File: src/rtl/brb_pkg.sv
// Shared types and constants of the byte ring buffer.
// Used by the top level and the checker; depends on nothing.
package brb_pkg;

  // Store geometry and burst limit.
  localparam int STORE_DEPTH = 256;
  localparam int MAX_BURST   = 64;

  // Field widths fixed by the interface.
  localparam int REQ_W   = 2;
  localparam int BYTE_W  = 8;
  localparam int BURST_W = 7;
  localparam int CAP_W   = 9;
  localparam int FILL_W  = 9;

  // Internal widths derived from the store depth.
  localparam int PTR_W  = (STORE_DEPTH > 1) ? $clog2(STORE_DEPTH) : 1;
  localparam int CNT_W  = $clog2(STORE_DEPTH + 1);
  localparam int SUM_W  = PTR_W + 1;
  localparam int WIDE_W = (CNT_W > CAP_W) ? CNT_W : CAP_W;

  // Configuration port.
  localparam int PADDR_W = 3;
  localparam int PDATA_W = 32;
  localparam logic REG_CAPACITY = 1'b0;
  localparam logic [CAP_W-1:0] CAP_RESET = CAP_W'(256);

  // Request codes.
  localparam logic [REQ_W-1:0] REQ_WRITE = 2'd0;
  localparam logic [REQ_W-1:0] REQ_READ  = 2'd1;
  localparam logic [REQ_W-1:0] REQ_PEEK  = 2'd2;

  typedef struct packed {
    logic [REQ_W-1:0]   req_type;
    logic [BYTE_W-1:0]  data_byte;
    logic [BURST_W-1:0] burst_len;
  } req_t;

  typedef struct packed {
    logic [BYTE_W-1:0]  read_byte;
    logic               byte_valid;
    logic               write_accepted;
    logic [BURST_W-1:0] granted_count;
    logic [FILL_W-1:0]  fill_after;
    logic               last_of_run;
  } result_t;

endpackage

File: src/rtl/brb_ram.sv
// Generic single-write, single-read RAM with a registered read port.
// No dependencies; contents are undefined until written.
module brb_ram #(
  parameter int WIDTH = 8,
  parameter int DEPTH = 256
) (
  input  logic                     clk_i,
  input  logic                     we_i,
  input  logic [$clog2(DEPTH)-1:0] waddr_i,
  input  logic [WIDTH-1:0]         wdata_i,
  input  logic [$clog2(DEPTH)-1:0] raddr_i,
  output logic [WIDTH-1:0]         rdata_o
);

  logic [WIDTH-1:0] mem_q [DEPTH];
  logic [WIDTH-1:0] rdata_q;

  // Write port and registered read port.
  always_ff @(posedge clk_i) begin
    if (we_i) begin
      mem_q[waddr_i] <= wdata_i;
    end
    rdata_q <= mem_q[raddr_i];
  end

  assign rdata_o = rdata_q;

endmodule

File: src/rtl/byte_ring_buffer.sv
// Byte ring buffer with a programmable capacity and burst reads.
// Depends on brb_pkg and brb_ram.
//
// A write transaction is accepted when start is high and busy is low, and its single
// result appears on the next cycle. A read or peek that grants g bytes holds busy high
// while its bytes are read and delivers one byte per cycle, the first once the sequencer
// has registered the read index and the RAM its read data, the last marked by last_of_run;
// the one read port of the byte RAM sets this rate. A read or peek that
// grants nothing, and an unknown request, give one result on the next cycle like a
// write. Each result is shown for exactly one cycle with result_valid_o and cannot be
// held off by the receiver. There is no clearing pass after reset. The capacity
// register is taken only while the buffer is empty, and head and tail then return to 0.
module byte_ring_buffer (
  input  logic                          clk_i,
  input  logic                          rst_ni,
  // Request side.
  input  logic                          start,
  output logic                          busy,
  input  brb_pkg::req_t                 req_i,
  // Result side.
  output logic                          result_valid_o,
  output brb_pkg::result_t              result_o,
  // Configuration port.
  input  logic                          psel,
  input  logic                          penable,
  input  logic                          pwrite,
  input  logic [brb_pkg::PADDR_W-1:0]   paddr,
  input  logic [brb_pkg::PDATA_W-1:0]   pwdata,
  output logic [brb_pkg::PDATA_W-1:0]   prdata,
  output logic                          pready
);

  localparam int PTR_W   = brb_pkg::PTR_W;
  localparam int CNT_W   = brb_pkg::CNT_W;
  localparam int SUM_W   = brb_pkg::SUM_W;
  localparam int WIDE_W  = brb_pkg::WIDE_W;
  localparam int BURST_W = brb_pkg::BURST_W;

  localparam logic ST_IDLE  = 1'b0;
  localparam logic ST_BURST = 1'b1;

  logic                        state_q, state_d;
  logic [brb_pkg::CAP_W-1:0]   cap_q, cap_d;
  logic [PTR_W-1:0]            head_q, head_d;
  logic [PTR_W-1:0]            tail_q, tail_d;
  logic [CNT_W-1:0]            fill_q, fill_d;
  logic [PTR_W-1:0]            rd_idx_q, rd_idx_d;
  logic [BURST_W-1:0]          rem_q, rem_d;
  logic [BURST_W-1:0]          grant_q, grant_d;
  logic [CNT_W-1:0]            fill_end_q, fill_end_d;
  logic                        out_valid_q, out_valid_d;
  logic                        out_ram_q, out_ram_d;
  brb_pkg::result_t            out_q, out_d;

  logic [CNT_W-1:0]            cap_eff;
  logic                        accept;
  logic                        full;
  logic                        ram_we;
  logic [brb_pkg::BYTE_W-1:0]  ram_rdata;
  logic [BURST_W-1:0]          burst_sat;
  logic [BURST_W-1:0]          grant;
  logic [SUM_W-1:0]            cap_sum;
  logic [SUM_W-1:0]            tail_inc;
  logic [SUM_W-1:0]            rd_inc;
  logic [SUM_W-1:0]            head_adv;
  logic                        cfg_we;

  // Effective capacity: zero acts as one, oversize clamps to the store depth.
  always_comb begin
    if (cap_q == '0) begin
      cap_eff = CNT_W'(1);
    end else if (WIDE_W'(cap_q) > WIDE_W'(brb_pkg::STORE_DEPTH)) begin
      cap_eff = CNT_W'(brb_pkg::STORE_DEPTH);
    end else begin
      cap_eff = CNT_W'(cap_q);
    end
  end

  assign accept  = start && !busy;
  assign full    = WIDE_W'(fill_q) >= WIDE_W'(cap_eff);
  assign cap_sum = SUM_W'(cap_eff);

  // Burst length saturates at the limit, then at the fill level.
  always_comb begin
    burst_sat = (WIDE_W'(req_i.burst_len) > WIDE_W'(brb_pkg::MAX_BURST)) ?
                BURST_W'(brb_pkg::MAX_BURST) : req_i.burst_len;
    grant = (WIDE_W'(fill_q) < WIDE_W'(burst_sat)) ? BURST_W'(fill_q) : burst_sat;
  end

  // Pointer arithmetic with wrap at the effective capacity.
  always_comb begin
    tail_inc = SUM_W'(tail_q) + SUM_W'(1);
    if (tail_inc >= cap_sum) begin
      tail_inc = '0;
    end
    rd_inc = SUM_W'(rd_idx_q) + SUM_W'(1);
    if (rd_inc >= cap_sum) begin
      rd_inc = '0;
    end
    head_adv = SUM_W'(head_q) + SUM_W'(grant);
    if (head_adv >= cap_sum) begin
      head_adv = head_adv - cap_sum;
    end
  end

  assign cfg_we = psel && penable && pwrite && pready && (paddr[2] == brb_pkg::REG_CAPACITY);

  // Sequencer: requests and capacity writes in idle, one RAM read per cycle in a burst.
  always_comb begin
    state_d     = state_q;
    cap_d       = cap_q;
    head_d      = head_q;
    tail_d      = tail_q;
    fill_d      = fill_q;
    rd_idx_d    = rd_idx_q;
    rem_d       = rem_q;
    grant_d     = grant_q;
    fill_end_d  = fill_end_q;
    out_valid_d = 1'b0;
    out_ram_d   = 1'b0;
    out_d       = out_q;
    ram_we      = 1'b0;

    unique case (state_q)
      ST_IDLE: begin
        if (accept) begin
          out_d.read_byte      = '0;
          out_d.byte_valid     = 1'b0;
          out_d.write_accepted = 1'b0;
          out_d.granted_count  = '0;
          out_d.fill_after     = brb_pkg::FILL_W'(fill_q);
          out_d.last_of_run    = 1'b1;
          case (req_i.req_type) inside
            brb_pkg::REQ_WRITE: begin
              out_valid_d = 1'b1;
              if (!full) begin
                ram_we               = 1'b1;
                tail_d               = PTR_W'(tail_inc);
                fill_d               = fill_q + CNT_W'(1);
                out_d.write_accepted = 1'b1;
                out_d.granted_count  = BURST_W'(1);
                out_d.fill_after     = brb_pkg::FILL_W'(fill_q + CNT_W'(1));
              end
            end
            brb_pkg::REQ_READ, brb_pkg::REQ_PEEK: begin
              if (grant == '0) begin
                out_valid_d = 1'b1;
              end else begin
                state_d    = ST_BURST;
                rd_idx_d   = head_q;
                rem_d      = grant;
                grant_d    = grant;
                fill_end_d = fill_q;
                if (req_i.req_type == brb_pkg::REQ_READ) begin
                  fill_end_d = fill_q - CNT_W'(grant);
                  fill_d     = fill_q - CNT_W'(grant);
                  head_d     = PTR_W'(head_adv);
                end
              end
            end
            default: begin
              out_valid_d = 1'b1;
            end
          endcase
        end else if (cfg_we && (fill_q == '0)) begin
          cap_d  = pwdata[brb_pkg::CAP_W-1:0];
          head_d = '0;
          tail_d = '0;
        end
      end
      ST_BURST: begin
        out_valid_d          = 1'b1;
        out_ram_d            = 1'b1;
        out_d.read_byte      = '0;
        out_d.byte_valid     = 1'b1;
        out_d.write_accepted = 1'b0;
        out_d.granted_count  = grant_q;
        out_d.fill_after     = brb_pkg::FILL_W'(fill_end_q);
        out_d.last_of_run    = (rem_q == BURST_W'(1));
        rd_idx_d             = PTR_W'(rd_inc);
        rem_d                = rem_q - BURST_W'(1);
        if (rem_q == BURST_W'(1)) begin
          state_d = ST_IDLE;
        end
      end
      default: begin
        state_d = ST_IDLE;
      end
    endcase
  end

  // Control state.
  always_ff @(posedge clk_i or negedge rst_ni) begin
    if (!rst_ni) begin
      state_q     <= ST_IDLE;
      cap_q       <= brb_pkg::CAP_RESET;
      head_q      <= '0;
      tail_q      <= '0;
      fill_q      <= '0;
      rem_q       <= '0;
      out_valid_q <= 1'b0;
      out_ram_q   <= 1'b0;
    end else begin
      state_q     <= state_d;
      cap_q       <= cap_d;
      head_q      <= head_d;
      tail_q      <= tail_d;
      fill_q      <= fill_d;
      rem_q       <= rem_d;
      out_valid_q <= out_valid_d;
      out_ram_q   <= out_ram_d;
    end
  end

  // Payload registers.
  always_ff @(posedge clk_i) begin
    rd_idx_q   <= rd_idx_d;
    grant_q    <= grant_d;
    fill_end_q <= fill_end_d;
    out_q      <= out_d;
  end

  // Byte store.
  brb_ram #(
    .WIDTH (brb_pkg::BYTE_W),
    .DEPTH (brb_pkg::STORE_DEPTH)
  ) u_store (
    .clk_i   (clk_i),
    .we_i    (ram_we),
    .waddr_i (tail_q),
    .wdata_i (req_i.data_byte),
    .raddr_i (rd_idx_q),
    .rdata_o (ram_rdata)
  );

  // Result transaction: burst bytes come straight from the RAM read register.
  always_comb begin
    result_o = out_q;
    if (out_ram_q) begin
      result_o.read_byte = ram_rdata;
    end
  end

  assign result_valid_o = out_valid_q;
  assign busy           = (state_q == ST_BURST);

  // Register readback.
  assign pready = 1'b1;
  assign prdata = (paddr[2] == brb_pkg::REG_CAPACITY) ? brb_pkg::PDATA_W'(cap_q) : '0;

endmodule

File: config.mk
export PLATFORM = sky130hd
export DESIGN_NAME = byte_ring_buffer
export DESIGN_NICKNAME = d
export VERILOG_FILES = /design/src/rtl/brb_pkg.sv /design/src/rtl/brb_ram.sv /design/src/rtl/byte_ring_buffer.sv
export SDC_FILE = /design/constraint.sdc
export NUM_CORES = 2
export LEC_CHECK = 0
export BUFFER_PORTS_ARGS = -buffer_cell sky130_fd_sc_hd__buf_2
export CELL_PAD_IN_SITES_DETAIL_PLACEMENT = 2
export CELL_PAD_IN_SITES_GLOBAL_PLACEMENT = 2
export CORE_ASPECT_RATIO = 1.1
export CORE_MARGIN = 2
export CORE_UTILIZATION = 40
export CTS_CLUSTER_DIAMETER = 100
export DETAILED_ROUTE_END_ITERATION = 7
export GPL_TIMING_DRIVEN = 0
export PLACE_DENSITY_LB_ADDON = 0.1
export SLEW_MARGIN = 5
export SYNTH_ARGS = -nofsm -noshare
export SYNTH_HDL_FRONTEND = slang
export SYNTH_HIERARCHICAL = 1
export SYNTH_SLANG_ARGS = --single-unit
File: constraint.sdc
create_clock -name clk_i -period 5.3 [get_ports clk_i]
set_clock_uncertainty 0.1 [all_clocks]
set_input_delay 0.53 -clock clk_i [delete_from_list [all_inputs] [get_ports clk_i]]
set_output_delay 0.53 -clock clk_i [all_outputs]
set_load 0.01 [all_outputs]
==> metrics.txt <==
Port Buffers=70; share of synthesized registers carrying an async set or reset=2.053%; slew at the pin with the worst max-slew slack=1.413 ns; antenna violations before repair=14; final cycle utilization of the critical path=101.4%; most common cell after layout, fill and taps aside=sky130_fd_sc_hd__edfxtp_1; P&R area growth vs syn=15.51%; Worst EP required=5.88 ns; H-tree lvl count=4; RSZ-0062 raised after global routing=yes; io pins=120; core region area=213,800 um2; CTS tree=yes; cell area power density=446.3 nW/um2; kind of critical path=reg -> reg; clock sink total=2,143; vias after detailed routing=47.58k; Max Slew Vio Count=0; number of global-route vias before repair=49.86k; clock input transition at the sequential cells of the worst setup and hold paths=0.06 ns; share of synthesized area occupied by flip-flops and latches=74.54%; post-detailed-route DRC marker count=0; vertical die dimension=490.1 um; peak ir drop on the vdd network=370.9 uV; hold slack=0.1027 ns; WL final=308,900 um; crit path setup slack, layout=-0.07245 ns; violations in the final reports=negative setup slack; leading cell types in the layout, fill and taps excluded=2,091 x sky130_fd_sc_hd__edfxtp_1, 454 x sky130_fd_sc_hd__mux4_2, 227 x sky130_fd_sc_hd__clkbuf_16; share of post-route cells with drive strength above 1=26.01%; number of cells produced by synthesis=4,393; count of filler cells inserted in the layout=19.35k; first-pass iteration count of the detailed router=5; HPWL after detailed placement=212,100 um; final core utilization=46.43%; DR iter-0 viols=5,389; Leak Pwr=30.85 nW; Distinct cells, synth=88; number of register bits inferred by synthesis=2,143; setup violation total in the final timing report=2; final period demand of the worst path=5.372 ns; Remaining Overflow, GRT=0; overall die width=445.9 um; starting density of the core=40.19%; DRT antenna net count=0; global-route usage over all layers=28.25%; Yosys warning count=6; crit path capture type=flip-flop; count of max-cap constraint violations=0; Most used DFF post-synth=sky130_fd_sc_hd__edfxtp_1; Total Die Area=218,600 um2; # rows=178; Netlist Area Pre-Place=85,930 um2; maximum number of pins on one net before global-route repair=137; count of flip-flops with a built-in enable after synthesis=2,091; root cell of the clock tree=sky130_fd_sc_hd__clkbuf_16; clock tree buffer depth=3; aggregate negative setup slack=-0.1320 ns; total CTS buffers=223; placed inst area=90,920 um2; arrival time at the worst endpoint=5.95 ns; FMAX=186.1 MHz; status=finished with violations; number of nets in the final layout=4,908; final RePlAce weighted congestion=0.8792; worst hold path class=in -> reg; wire length of the first global-routing pass=423,100 um; post-synthesis average cell area=19.56 um2; post-detailed-route wirelength per cell=39.85 um; clock network latency to the later pin of the worst-skew pair=0.87 ns; Final Hold Fails=0; post-detailed-route via-to-cell ratio=6.137; summed area of non-filler cells in the final layout=99,260 um2; critical path peak fanout=11; CP startpoint kind=flip-flop; worst relative slew slack=4.923%
==> kinds of logic after synthesis <==
logic type | Yosys count | share of synthesized area (%)
xor+xnor | 43 | 0.4383
simple gates | 675 | 3.643
fa+ha+maj | 69 | 1.031
other cells | 2 | 0.008739
mux | 621 | 13.90
compound gates | 536 | 4.323
buf+inv | 304 | 2.117
flops | 2143 | 74.54
==> where the power goes <==
part	switching [mW]	internal, mW
sequential	0.156	18.8
clock	6.72	8.90
combinational	6.02	3.72
==> synthesized netlist by cell type (19+ instances only) <==
library cell / n / area, um2
sky130_fd_sc_hd__edfxtp_1: 2091 / 62790
sky130_fd_sc_hd__mux4_2: 454 / 10220
sky130_fd_sc_hd__nor2_1: 308 / 1156
sky130_fd_sc_hd__mux2i_1: 152 / 1521
sky130_fd_sc_hd__a22oi_1: 142 / 1066
sky130_fd_sc_hd__clkbuf_1: 124 / 465.5
sky130_fd_sc_hd__a21oi_1: 118 / 590.6
sky130_fd_sc_hd__nand2_1: 105 / 394.1
sky130_fd_sc_hd__ha_1: 66 / 825.8
sky130_fd_sc_hd__nand3_1: 59 / 295.3
sky130_fd_sc_hd__o21ai_0: 57 / 285.3
sky130_fd_sc_hd__buf_4: 52 / 390.4
sky130_fd_sc_hd__o221ai_1: 46 / 402.9
sky130_fd_sc_hd__dfrtp_1: 43 / 1076
sky130_fd_sc_hd__nor2b_1: 43 / 269.0
sky130_fd_sc_hd__nor3_1: 40 / 200.2
sky130_fd_sc_hd__buf_2: 33 / 165.2
sky130_fd_sc_hd__nor4_1: 31 / 193.9
sky130_fd_sc_hd__o22ai_1: 30 / 187.7
sky130_fd_sc_hd__inv_1: 27 / 101.4
sky130_fd_sc_hd__xnor2_1: 27 / 236.5
sky130_fd_sc_hd__buf_1: 22 / 82.58
sky130_fd_sc_hd__buf_6: 22 / 247.7
sky130_fd_sc_hd__and2_1: 20 / 125.1
sky130_fd_sc_hd__a211oi_1: 19 / 142.6
sky130_fd_sc_hd__nand2b_1: 19 / 118.9
==> registers in the layout (all words and copies together), names as in the netlist <==
register	flops
u_store/mem_q	2048
u_store/rdata_o	8
grant_q	7
fill_end_q	9
head_q	8
busy	1
tail_q	8
out_ram_q	1
result_o	19
rd_idx_q	8
result_valid_o	1
cap_q	9
rem_q	7
fill_q	9
==> what timing repair did <==
item | CTS | global route
hold buffers | 15 | 0
pin swaps | 2 | 4
hold endpoints to repair | 168 | 0
resized for setup | 200 | 79
buffers inserted | 12 | 5
setup endpoints to repair | 1879 | 1331
==> worst paths after layout <==
check | startpoint | to | slack (ns) | depth (start not counted)
max | rd_idx_q[1] | u_store/rdata_o[5] | -0.07 | 9
min | req_i[10] | u_store/mem_q[36][3] | 0.10 | 1
max reg2reg | rd_idx_q[1] | u_store/rdata_o[5] | -0.07 | 9
min reg2reg | fill_end_q[7] | result_o[8] | 0.44 | 2
max in group asynchronous | rst_ni | fill_q[4] | 4.43 | 2
min in group asynchronous | rst_ni | result_valid_o | 0.15 | 2
==> final cells by class <==
cell class | count | area [um2] | share of cell area (%)
clock inverters | 103 | 1056 | 1.064
flip-flops and latches | 2143 | 64060 | 64.53
plain buffers | 274 | 1803 | 1.816
multi-input cells | 1968 | 21020 | 21.18
inverters | 30 | 116.4 | 0.1172
repair buffers | 141 | 1612 | 1.624
diodes | 7 | 17.52 | 0.01765
clock buffers | 296 | 6090 | 6.135
well taps | 2790 | 3491 | 3.517
==> worst max-delay path: stages, from the launching register on <==
cell	delay (ns)
sky130_fd_sc_hd__edfxtp_1	0.49
sky130_fd_sc_hd__buf_2	0.25
sky130_fd_sc_hd__buf_4	0.39
sky130_fd_sc_hd__buf_2	0.38
sky130_fd_sc_hd__buf_2	0.67
sky130_fd_sc_hd__mux4_2	0.44
sky130_fd_sc_hd__a221oi_1	1.02
sky130_fd_sc_hd__o32ai_1	0.37
sky130_fd_sc_hd__nor3_2	0.72
sky130_fd_sc_hd__nor4_2	0.26
==> through the flow <==
stage / setup slack (ns) / instances / power, mW
6_report: -0.07245 / 7752 / 44.30
5_1_grt: -0.06739 / 7747 / 45.52
4_1_cts: -0.006155 / 7740 / 44.62
3_5_place_dp: -1.528 / 7314 / 28.94
3_3_place_gp: -1.578 / 7275 / 28.81
2_1_floorplan: 0.1724 / 4415 / 24.81
==> per-layer routing <==
| metal | global-route usage [%] | part of all wire (%) |
|---|---|---|
| met5 | 0 | 0.0042 |
| met2 | 46.18 | 49 |
| met1 | 37.56 | 40 |
| met4 | 12.30 | 4.7 |
| met3 | 4.374 | 6.6 |
Power figures use the tool's default switching activity.
